[src/scp_pkg.sv]
// Shared types and constants for the servo command string parser.
// No dependencies; imported by the front, queue, back and top-level modules.
package scp_pkg;

  localparam int unsigned HDR_LEN    = 13;
  localparam int unsigned HDR_STORED = 12;
  localparam logic [3:0]  STOP_POS   = 4'd8;
  localparam logic [3:0]  BIAS_POS   = 4'd12;
  localparam logic [3:0]  POS_SAT    = 4'd13;

  // 48 * 111: offset of three ASCII digits weighted 100/10/1
  localparam logic [15:0] DIGIT3_BIAS = 16'd5328;
  localparam logic [15:0] BIAS_MAX    = 16'd200;

  localparam logic [7:0] CHR_NUL   = 8'h00;
  localparam logic [7:0] CHR_HASH  = 8'h23;
  localparam logic [7:0] CHR_P     = 8'h50;
  localparam logic [7:0] CHR_T     = 8'h54;
  localparam logic [7:0] CHR_S     = 8'h53;
  localparam logic [7:0] CHR_C     = 8'h43;
  localparam logic [7:0] CHR_K     = 8'h4B;
  localparam logic [7:0] CHR_D     = 8'h44;
  localparam logic [7:0] CHR_BANG  = 8'h21;
  localparam logic [7:0] CHR_PLUS  = 8'h2B;
  localparam logic [7:0] CHR_MINUS = 8'h2D;
  localparam logic [7:0] CHR_ZERO  = 8'h30;
  localparam logic [7:0] CHR_NINE  = 8'h39;

  typedef enum logic [2:0] {
    CH_OTHER,
    CH_NUL,
    CH_HASH,
    CH_P,
    CH_T,
    CH_BANG
  } char_kind_e;

  typedef enum logic [1:0] {
    CMD_MOVE = 2'd0,
    CMD_BIAS = 2'd1,
    CMD_STOP = 2'd2
  } cmd_kind_e;

  typedef struct packed {
    logic [7:0] char_byte;
    logic       last;
    logic       is_digit;
    logic [3:0] digit;
    char_kind_e kind;
  } token_t;

  typedef struct packed {
    cmd_kind_e          kind;
    logic [15:0]        servo_index;
    logic [13:0]        pulse_width;
    logic [13:0]        move_time;
    logic signed [13:0] bias_value;
  } command_t;

endpackage

[src/scp_front.sv]
// Front end: accepts stream bytes and classifies each into a parse token.
// Depends on scp_pkg; feeds scp_queue.
module scp_front
  import scp_pkg::*;
(
  input  logic       s_axis_tvalid_i,
  output logic       s_axis_tready_o,
  input  logic [7:0] s_axis_tdata_i,
  input  logic       s_axis_tlast_i,
  input  logic       queue_full_i,
  output logic       push_o,
  output token_t     token_o
);

  function automatic char_kind_e classify(input logic [7:0] c);
    char_kind_e k;
    case (c)
      CHR_NUL:  k = CH_NUL;
      CHR_HASH: k = CH_HASH;
      CHR_P:    k = CH_P;
      CHR_T:    k = CH_T;
      CHR_BANG: k = CH_BANG;
      default:  k = CH_OTHER;
    endcase
    return k;
  endfunction

  logic [7:0] digit_full;

  assign s_axis_tready_o = !queue_full_i;
  assign push_o          = s_axis_tvalid_i && !queue_full_i;
  assign digit_full      = s_axis_tdata_i - CHR_ZERO;

  always_comb begin
    token_o.char_byte = s_axis_tdata_i;
    token_o.last      = s_axis_tlast_i;
    token_o.is_digit  = (s_axis_tdata_i >= CHR_ZERO) && (s_axis_tdata_i <= CHR_NINE);
    token_o.digit     = digit_full[3:0];
    token_o.kind      = classify(s_axis_tdata_i);
  end

endmodule

[src/scp_queue.sv]
// Token queue between the front end and the parser back end.
// Depends on scp_pkg for the token type.
module scp_queue
  import scp_pkg::*;
#(
  parameter int unsigned DEPTH = 2
) (
  input  logic   clk_i,
  input  logic   rst_ni,
  input  logic   push_i,
  input  token_t token_i,
  output logic   full_o,
  input  logic   pop_i,
  output logic   head_valid_o,
  output token_t head_o
);

  localparam int unsigned PTR_W = (DEPTH > 1) ? $clog2(DEPTH) : 1;
  localparam int unsigned CNT_W = $clog2(DEPTH + 1);
  localparam logic [PTR_W-1:0] PTR_LAST = PTR_W'(DEPTH - 1);
  localparam logic [CNT_W-1:0] CNT_FULL = CNT_W'(DEPTH);

  token_t            slot_q [DEPTH];
  logic [PTR_W-1:0]  wr_ptr_q, wr_ptr_d;
  logic [PTR_W-1:0]  rd_ptr_q, rd_ptr_d;
  logic [CNT_W-1:0]  count_q, count_d;

  assign full_o       = (count_q == CNT_FULL);
  assign head_valid_o = (count_q != '0);
  assign head_o       = slot_q[rd_ptr_q];

  always_comb begin
    wr_ptr_d = wr_ptr_q;
    rd_ptr_d = rd_ptr_q;
    count_d  = count_q;
    if (push_i) begin
      wr_ptr_d = (wr_ptr_q == PTR_LAST) ? '0 : wr_ptr_q + 1'b1;
    end
    if (pop_i) begin
      rd_ptr_d = (rd_ptr_q == PTR_LAST) ? '0 : rd_ptr_q + 1'b1;
    end
    if (push_i && !pop_i) begin
      count_d = count_q + 1'b1;
    end else if (!push_i && pop_i) begin
      count_d = count_q - 1'b1;
    end
  end

  always_ff @(posedge clk_i or negedge rst_ni) begin
    if (!rst_ni) begin
      wr_ptr_q <= '0;
      rd_ptr_q <= '0;
      count_q  <= '0;
    end else begin
      wr_ptr_q <= wr_ptr_d;
      rd_ptr_q <= rd_ptr_d;
      count_q  <= count_d;
    end
  end

  always_ff @(posedge clk_i) begin
    if (push_i) begin
      slot_q[wr_ptr_q] <= token_i;
    end
  end

`ifndef SYNTH
  a_count_bound: assert property (@(posedge clk_i) disable iff (!rst_ni)
    count_q <= CNT_FULL) else $error("queue count above depth");
  a_pop_nonempty: assert property (@(posedge clk_i) disable iff (!rst_ni)
    pop_i |-> count_q != '0) else $error("pop from empty queue");
  a_push_grows: assert property (@(posedge clk_i) disable iff (!rst_ni)
    push_i && !pop_i |=> count_q == $past(count_q) + 1'b1)
    else $error("queue count did not grow on push");
`endif

endmodule

[src/scp_back.sv]
// Back end: field parser, header capture, command decode and output register.
// Depends on scp_pkg; consumes tokens from scp_queue.
module scp_back
  import scp_pkg::*;
(
  input  logic       clk_i,
  input  logic       rst_ni,
  input  logic [7:0] servo_limit_i,
  input  logic       head_valid_i,
  input  token_t     head_i,
  output logic       pop_o,
  output logic       out_valid_o,
  input  logic       out_ready_i,
  output command_t   out_cmd_o
);

  typedef enum logic [1:0] {
    MODE_IDLE,
    MODE_INDEX,
    MODE_PULSE,
    MODE_TIME
  } mode_e;

  mode_e        mode_q, mode_d;
  logic [3:0]   pos_q, pos_d;
  logic [2:0]   cnt_q, cnt_d;
  logic [15:0]  index_q, index_d;
  logic [13:0]  pulse_q, pulse_d;
  logic [13:0]  time_q, time_d;
  logic         halted_q, halted_d;
  logic         out_valid_q, out_valid_d;
  command_t     out_cmd_q, out_cmd_d;

  logic [7:0]   hdr_q [HDR_STORED];
  logic         hdr_we;

  logic         pop;
  logic         emit;
  logic         stop_hit;
  logic         bias_form;
  logic [15:0]  hdr_index;
  logic [15:0]  mag_sum;
  logic [2:0]   cnt_inc;

  assign pop         = head_valid_i && (!out_valid_q || out_ready_i);
  assign pop_o       = pop;
  assign out_valid_o = out_valid_q;
  assign out_cmd_o   = out_cmd_q;
  assign cnt_inc     = cnt_q + 3'd1;

  assign hdr_index = 16'(hdr_q[1]) * 16'd100 + 16'(hdr_q[2]) * 16'd10
                   + 16'(hdr_q[3]) - DIGIT3_BIAS;
  assign mag_sum   = 16'(hdr_q[9]) * 16'd100 + 16'(hdr_q[10]) * 16'd10
                   + 16'(hdr_q[11]);

  assign stop_hit = (pos_q == STOP_POS) && (head_i.kind == CH_BANG)
                 && (hdr_q[0] == CHR_HASH) && (hdr_q[4] == CHR_P)
                 && (hdr_q[5] == CHR_D) && (hdr_q[6] == CHR_S)
                 && (hdr_q[7] == CHR_T);
  assign bias_form = (pos_q == BIAS_POS) && (head_i.kind == CH_BANG)
                  && (hdr_q[0] == CHR_HASH) && (hdr_q[4] == CHR_P)
                  && (hdr_q[5] == CHR_S) && (hdr_q[6] == CHR_C)
                  && (hdr_q[7] == CHR_K)
                  && (mag_sum <= DIGIT3_BIAS + BIAS_MAX)
                  && (hdr_index < {8'd0, servo_limit_i});

  always_comb begin
    mode_d      = mode_q;
    pos_d       = pos_q;
    cnt_d       = cnt_q;
    index_d     = index_q;
    pulse_d     = pulse_q;
    time_d      = time_q;
    halted_d    = halted_q;
    out_valid_d = out_valid_q && !out_ready_i;
    out_cmd_d   = out_cmd_q;
    hdr_we      = 1'b0;
    emit        = 1'b0;

    if (pop) begin
      if (!halted_q) begin
        if (head_i.kind == CH_NUL) begin
          halted_d = 1'b1;
        end else begin
          hdr_we = (pos_q < 4'(HDR_STORED));
          if (pos_q != POS_SAT) begin
            pos_d = pos_q + 4'd1;
          end
          if (stop_hit) begin
            emit                  = 1'b1;
            halted_d              = 1'b1;
            out_cmd_d.kind        = CMD_STOP;
            out_cmd_d.servo_index = hdr_index;
            out_cmd_d.pulse_width = '0;
            out_cmd_d.move_time   = '0;
            out_cmd_d.bias_value  = '0;
          end else begin
            if (bias_form && (hdr_q[8] == CHR_PLUS || hdr_q[8] == CHR_MINUS)) begin
              emit                  = 1'b1;
              out_cmd_d.kind        = CMD_BIAS;
              out_cmd_d.servo_index = hdr_index;
              out_cmd_d.pulse_width = '0;
              out_cmd_d.move_time   = '0;
              out_cmd_d.bias_value  = (hdr_q[8] == CHR_PLUS)
                                    ? 14'(mag_sum - DIGIT3_BIAS)
                                    : 14'(DIGIT3_BIAS - mag_sum);
            end
            case (mode_q)
              MODE_IDLE: begin
                case (head_i.kind)
                  CH_HASH: begin
                    mode_d  = MODE_INDEX;
                    index_d = '0;
                    cnt_d   = '0;
                  end
                  CH_P: begin
                    mode_d  = MODE_PULSE;
                    pulse_d = '0;
                    cnt_d   = '0;
                  end
                  CH_T: begin
                    mode_d = MODE_TIME;
                    time_d = '0;
                    cnt_d  = '0;
                  end
                  default: ;
                endcase
              end
              default: begin
                if (!head_i.is_digit) begin
                  mode_d = MODE_IDLE;
                  cnt_d  = '0;
                end else begin
                  cnt_d = cnt_inc;
                  case (mode_q)
                    MODE_INDEX: begin
                      index_d = index_q * 16'd10 + 16'(head_i.digit);
                      if (cnt_inc >= 3'd3) begin
                        mode_d = MODE_IDLE;
                        cnt_d  = '0;
                      end
                    end
                    MODE_PULSE: begin
                      pulse_d = pulse_q * 14'd10 + 14'(head_i.digit);
                      if (cnt_inc >= 3'd4) begin
                        mode_d = MODE_IDLE;
                        cnt_d  = '0;
                      end
                    end
                    default: begin
                      time_d = time_q * 14'd10 + 14'(head_i.digit);
                      if (cnt_inc >= 3'd4) begin
                        mode_d = MODE_IDLE;
                        cnt_d  = '0;
                        if (!emit) begin
                          emit                  = 1'b1;
                          out_cmd_d.kind        = CMD_MOVE;
                          out_cmd_d.servo_index = index_q;
                          out_cmd_d.pulse_width = pulse_q;
                          out_cmd_d.move_time   = time_d;
                          out_cmd_d.bias_value  = '0;
                        end
                      end
                    end
                  endcase
                end
              end
            endcase
          end
        end
      end
      if (head_i.last) begin
        mode_d   = MODE_IDLE;
        pos_d    = '0;
        cnt_d    = '0;
        index_d  = '0;
        pulse_d  = '0;
        time_d   = '0;
        halted_d = 1'b0;
      end
      if (emit) begin
        out_valid_d = 1'b1;
      end
    end
  end

  always_ff @(posedge clk_i or negedge rst_ni) begin
    if (!rst_ni) begin
      mode_q      <= MODE_IDLE;
      pos_q       <= '0;
      cnt_q       <= '0;
      index_q     <= '0;
      pulse_q     <= '0;
      time_q      <= '0;
      halted_q    <= 1'b0;
      out_valid_q <= 1'b0;
      out_cmd_q   <= '0;
    end else begin
      mode_q      <= mode_d;
      pos_q       <= pos_d;
      cnt_q       <= cnt_d;
      index_q     <= index_d;
      pulse_q     <= pulse_d;
      time_q      <= time_d;
      halted_q    <= halted_d;
      out_valid_q <= out_valid_d;
      out_cmd_q   <= out_cmd_d;
    end
  end

  always_ff @(posedge clk_i) begin
    if (hdr_we) begin
      hdr_q[pos_q[3:0]] <= head_i.char_byte;
    end
  end

`ifndef SYNTH
  a_idle_no_count: assert property (@(posedge clk_i) disable iff (!rst_ni)
    mode_q == MODE_IDLE |-> cnt_q == '0) else $error("digit count left in idle");
  a_pos_sat: assert property (@(posedge clk_i) disable iff (!rst_ni)
    pos_q <= POS_SAT) else $error("byte position past saturation");
  a_stop_halts: assert property (@(posedge clk_i) disable iff (!rst_ni)
    pop && emit && out_cmd_d.kind == CMD_STOP && !head_i.last |=> halted_q)
    else $error("stop did not halt parsing");
  a_last_clears: assert property (@(posedge clk_i) disable iff (!rst_ni)
    pop && head_i.last |=> pos_q == '0 && !halted_q && mode_q == MODE_IDLE)
    else $error("string state not cleared after last byte");
`endif

endmodule

[src/servo_command_string_parser_top.sv]
// Top level of the servo command string parser: config register, front end,
// token queue and back end. Depends on scp_pkg, scp_front, scp_queue, scp_back.
//
// Channel   Dir  Handshake          Payload
// s_axis    in   tvalid/tready      tdata[7:0] char_byte, tlast end_of_string
// m_axis    out  tvalid/tready      tuser[1:0] command_kind, tdata see port
// apb       in   psel/penable       servo_limit at byte address 0
//
// One byte per cycle while the queue is not full; each accepted byte is
// held in the token queue, and the back end pops it and writes any command
// it completes into its output register.
// Output stalls are absorbed by the QUEUE_DEPTH token queue; tready drops
// only when that queue is full.
// Reset is asynchronous: servo_limit returns to 32, all parse state but the
// header and queue storage clears, and no clearing pass is needed.
module servo_command_string_parser_top
  import scp_pkg::*;
#(
  parameter int unsigned QUEUE_DEPTH = 2
) (
  input  logic        clk_i,
  input  logic        rst_ni,
  input  logic        s_axis_tvalid_i,
  output logic        s_axis_tready_o,
  input  logic [7:0]  s_axis_tdata_i,   // [7:0] char_byte
  input  logic        s_axis_tlast_i,
  output logic        m_axis_tvalid_o,
  input  logic        m_axis_tready_i,
  // [15:0] servo_index, [29:16] pulse_width, [43:30] move_time,
  // [57:44] bias_value, [63:58] zero
  output logic [63:0] m_axis_tdata_o,
  output logic [1:0]  m_axis_tuser_o,   // [1:0] command_kind
  input  logic        psel,
  input  logic        penable,
  input  logic        pwrite,
  input  logic [2:0]  paddr,
  input  logic [31:0] pwdata,
  output logic [31:0] prdata,
  output logic        pready
);

  localparam logic [7:0] SERVO_LIMIT_RST = 8'd32;

  logic [7:0] servo_limit_q;
  logic       push;
  logic       queue_full;
  logic       pop;
  logic       head_valid;
  token_t     front_token;
  token_t     head_token;
  command_t   out_cmd;

  assign pready = 1'b1;
  assign prdata = (paddr[2] == 1'b0) ? {24'd0, servo_limit_q} : '0;

  always_ff @(posedge clk_i or negedge rst_ni) begin
    if (!rst_ni) begin
      servo_limit_q <= SERVO_LIMIT_RST;
    end else if (psel && penable && pwrite && pready && (paddr[2] == 1'b0)) begin
      servo_limit_q <= pwdata[7:0];
    end
  end

  scp_front u_front (
    .s_axis_tvalid_i (s_axis_tvalid_i),
    .s_axis_tready_o (s_axis_tready_o),
    .s_axis_tdata_i  (s_axis_tdata_i),
    .s_axis_tlast_i  (s_axis_tlast_i),
    .queue_full_i    (queue_full),
    .push_o          (push),
    .token_o         (front_token)
  );

  scp_queue #(
    .DEPTH (QUEUE_DEPTH)
  ) u_queue (
    .clk_i        (clk_i),
    .rst_ni       (rst_ni),
    .push_i       (push),
    .token_i      (front_token),
    .full_o       (queue_full),
    .pop_i        (pop),
    .head_valid_o (head_valid),
    .head_o       (head_token)
  );

  scp_back u_back (
    .clk_i         (clk_i),
    .rst_ni        (rst_ni),
    .servo_limit_i (servo_limit_q),
    .head_valid_i  (head_valid),
    .head_i        (head_token),
    .pop_o         (pop),
    .out_valid_o   (m_axis_tvalid_o),
    .out_ready_i   (m_axis_tready_i),
    .out_cmd_o     (out_cmd)
  );

  assign m_axis_tuser_o = out_cmd.kind;
  assign m_axis_tdata_o = {6'd0, out_cmd.bias_value, out_cmd.move_time,
                           out_cmd.pulse_width, out_cmd.servo_index};

endmodule
[config.mk]
export PLATFORM = sky130hd
export DESIGN_NAME = servo_command_string_parser_top
export DESIGN_NICKNAME = d
export VERILOG_FILES = /design/src/scp_pkg.sv /design/src/scp_front.sv /design/src/scp_queue.sv /design/src/scp_back.sv /design/src/servo_command_string_parser_top.sv
export SDC_FILE = /design/constraint.sdc
export NUM_CORES = 1
export LEC_CHECK = 0
export BUFFER_PORTS_ARGS = -buffer_cell sky130_fd_sc_hd__buf_4
export CAP_MARGIN = 40
export CORE_ASPECT_RATIO = 0.6
export CORE_MARGIN = 2
export CORE_UTILIZATION = 45
export DETAILED_ROUTE_END_ITERATION = 8
export MAX_ROUTING_LAYER = met4
export SYNTH_ARGS = -nofsm -noshare
export SYNTH_HDL_FRONTEND = slang
export SYNTH_SLANG_ARGS = --single-unit
[constraint.sdc]
create_clock -name clk_i -period 7.05 [get_ports clk_i]
set_input_delay 1.0575 -clock clk_i [delete_from_list [all_inputs] [get_ports clk_i]]
set_output_delay 1.0575 -clock clk_i [all_outputs]
set_load 0.01 [all_outputs]
==> run_results.csv <==
group,metric,value,unit
global_route,antenna_found_initial,0,
sta,finalCriticalPeriod,6.62,ns
drt,viasPerCell,5.45,
clocking,numCtsBuffers,27,
global_route,grt_pass1_vias,11166,
setup_path,cp_max_fo,48,
synth,synth_cells,1528,
die,die_h,152,um
clocking,postCtsSetupRepairBufs,0,
synth,synth-seq-cells,248,
drt,vias,11611,
place,routabilityCongestion,0.856,
global_route,busiest_layer,"met1",
place,dp_hpwl,29100,um
setup_path,arrival,7.06,ns
drt,firstDrtPassIters,5,
global_route,use_met2,0.281,
clocking,clock_tree.buffer_depth,3,
synth,synth_area_per_cell,10.8,um^2
clocking,tritoncts,"done",
setup_path,path_buf_inv,3,
layout,fillers,3245,
setup_path,path_delay_family,"adder cells",
drt,drt_iter0_drc,693,
global_route,gr-total-overflow,0,
layout,drive_gt1_frac,0.116,
setup_path,crit_slowest_cell,"or4_1",
setup_path,cp.required,7.48,ns
hold_path,hold_path_class,"in2async",
setup_path,endpoint_kind,"flip-flop",
clocking,clock_latency,0.56,ns
synth,async_flop_share,0.508,
die,num_rows,54,
sta,skew,0.0123,ns
place,dp.cells,2082,
global_route,grt_max_degree,60,
setup_path,worst_path_largest_cell_delay,0.57,ns
layout,n_antenna_cell,0,
sta,slew_violations,0,
layout,fin_area,0.0186,mm^2
clocking,htreeDepth,1,
global_route,grt_pass1_wl,61700,um
die,die-width,251,um
drt,drtAntennaViolNets,0,
global_route,met1_usage,0.333,
sta,rsz0062_at_grt,"no",
sta,hold_violations,0,
outcome,status,"complete, no violations",
synth,yosys_warnings,0,
synth,yosysTopAreaCell,"edfxtp_1",
layout,mostFrequentLayoutCell,"ha_1",
sta,max_freq,151,MHz
pwr,power_density,469,mW/mm^2
clocking,cts_root_buf,"clkbuf_16",
setup_path,critical_path_class,"reg2reg",
die,die_area,0.0382,mm^2
synth,ys_types,73,
synth,yosys_most_used_dff,"dfrtp_1",
die,initial_core_util,0.455,
synth,synth.area.top_cells,"edfxtp_1, dfrtp_1, ha_1, xnor2_1, fa_1",
layout,nets,1929,
die,io_pins,152,
clocking,clkTransAtPathRegs,0.06,ns
synth,synth_edf_count,122,
die,coreArea,0.0362,mm^2
sta,setup_tns,0,ns
pwr,leakage,8.61,nW
setup_path,crit_top_cell,"ha_1",
setup_path,crit_path_start_kind,"flip-flop",
clocking,hold_buffers,0,
drt,wl,38400,um
synth,syn_area,0.0165,mm^2
global_route,track_usage,0.210,
sta,finalCritPeriodShare,0.940,
synth,synth_top_area_frac,0.223,
job,drv_cap,0,
drt,drcViolationCount,0,
pwr,peakVddDrop,0.737,mV
sta,setup_viol,0,
clocking,cts_resized,0,
layout,post_layout_nonfiller_instances,2132,
place,numPortBuffers,94,
sta,slew_headroom,0.399,
synth,yosysSeqAreaShare,0.414,
global_route,met3_usage,0.0342,
setup_path,path_cells,"ha_1 > ha_1 > ha_1 > inv_1 > fa_1 > inv_1 > fa_1 > ha_1 > ha_1 > o21a_1 > o31a_1 > a21oi_1 > ha_1 > a311oi_1 > and3_1 > o2111ai_1 > or4_1 > nor4b_2 > nand2_2 > a21o_1 > buf_4 > a221o_1",
clocking,clkSinkCount,248,
layout,area_growth,12.9,%
sta,worst_pin_slew,0.898,ns
place,placed_area,0.0176,mm^2
drt,wl_per_cell,18.0,um
layout,layout_common_cells,"ha_1, inv_1, dfrtp_1, edfxtp_1, buf_4",
cell families (layout without fill, tap and decap cells):
kind of cell,after synthesis,count (layout),synth area share
AND/OR/NAND/NOR,358,358,0.113
multiplexers,28,28,0.0186
flip-flops,248,248,0.414
AO/OA/AOI/OAI,324,324,0.135
buffers and inverters,206,305,0.0557
XOR/XNOR,119,119,0.0658
adder cells (fa/ha/maj),243,243,0.197
other,2,31,0.000456
area by class of cell:
type / instances / area [um^2] / share of cell area
well taps: 476 / 596 / 0.0320
inverters: 142 / 533 / 0.0287
flip-flops and latches: 248 / 6820 / 0.367
repair buffers: 113 / 857 / 0.0461
clock buffers: 33 / 708 / 0.0381
multi-input cells: 1103 / 8840 / 0.476
clock inverters: 17 / 233 / 0.0125
layer usage:
metal | vias up | routed length [um]
li1 | 5698 | -
met1 | 5588 | 20700
met2 | 277 | 15100
met3 | 48 | 2100
met4 | 0 | 547
met5 | - | 0
cells in the mapped netlist (all sizes together) (7+ instances only):
cell       n
a21o      34
a21oi     70
a221o      7
a22o      45
and2      10
buf       40
clkbuf    24
dfrtp    125
edfxtp   122
fa        28
ha       215
inv      141
mux2      21
mux2i      7
nand2    102
nand2b    13
nand3     21
nand3b    12
nand4     10
nor2      77
nor2b     16
nor3      32
nor3b     10
nor4      13
nor4b      7
nor4bb     9
o21a      13
o21ai     61
o21bai     9
o221ai    10
o2bb2ai    8
o31ai     19
xnor2     67
xor2      49
where the power goes:
group	internal, mW	total, mW	switching, mW
logic	1.99	5.27	3.29
registers	1.78	1.93	0.146
clock network	0.904	1.52	0.617
total	4.68	8.72	4.05
flip-flops by register name (all words and copies together) (netlist names):
register and flops:
servo_limit_q 8, u_back.cnt_q 3, u_back.halted_q 1, u_back.hdr_q 96
u_back.index_q 16, u_back.mode_q 2, u_back.out_cmd_o 60, u_back.out_valid_o 1
u_back.pos_q 4, u_back.pulse_q 14, u_back.time_q 13, u_queue.count_q 2
u_queue.rd_ptr_q 1, u_queue.slot_q 26, u_queue.wr_ptr_q 1
metrics by stage:
step           setup WS, ns   util  total power, mW  hold slack [ns]
6_report              0.425  0.513             8.72            0.469
2_1_floorplan          1.22      -             5.80            0.450
4_1_cts               0.394  0.513             8.73            0.477
5_1_grt              0.0858  0.513             9.50            0.502
3_5_place_dp          0.404  0.487             7.17            0.479
3_3_place_gp          0.483  0.486             7.04            0.471
worst paths after layout:
| path | cells after the start | start | end | slack [ns] |
|---|---|---|---|---|
| worst max-delay path | 22 | u_back.hdr_q[1][1] | u_back.out_cmd_o[53] | 0.43 |
| max in group asynchronous | 3 | rst_ni | u_back.index_q[10] | 5.47 |
| min in group clk_i | 1 | u_back.out_cmd_o[20] | u_back.out_cmd_o[20] | 0.49 |
| worst min register to register | 1 | u_back.out_cmd_o[20] | u_back.out_cmd_o[20] | 0.49 |
| worst min-delay path | 1 | rst_ni | u_back.out_cmd_o[11] | 0.47 |
| worst max register to register | 22 | u_back.hdr_q[1][1] | u_back.out_cmd_o[53] | 0.43 |
worst reg2reg max path: cells and delay by family, from the launching register on:
family,cells,cell delay [ns]
adder cells (fa/ha/maj),8,2.85
AO/OA/AOI/OAI,7,1.46
AND/OR/NAND/NOR,4,1.33
buffers and inverters,3,0.40
flip-flops,1,0.45
No activity file was read; power rests on OpenSTA's default activity.
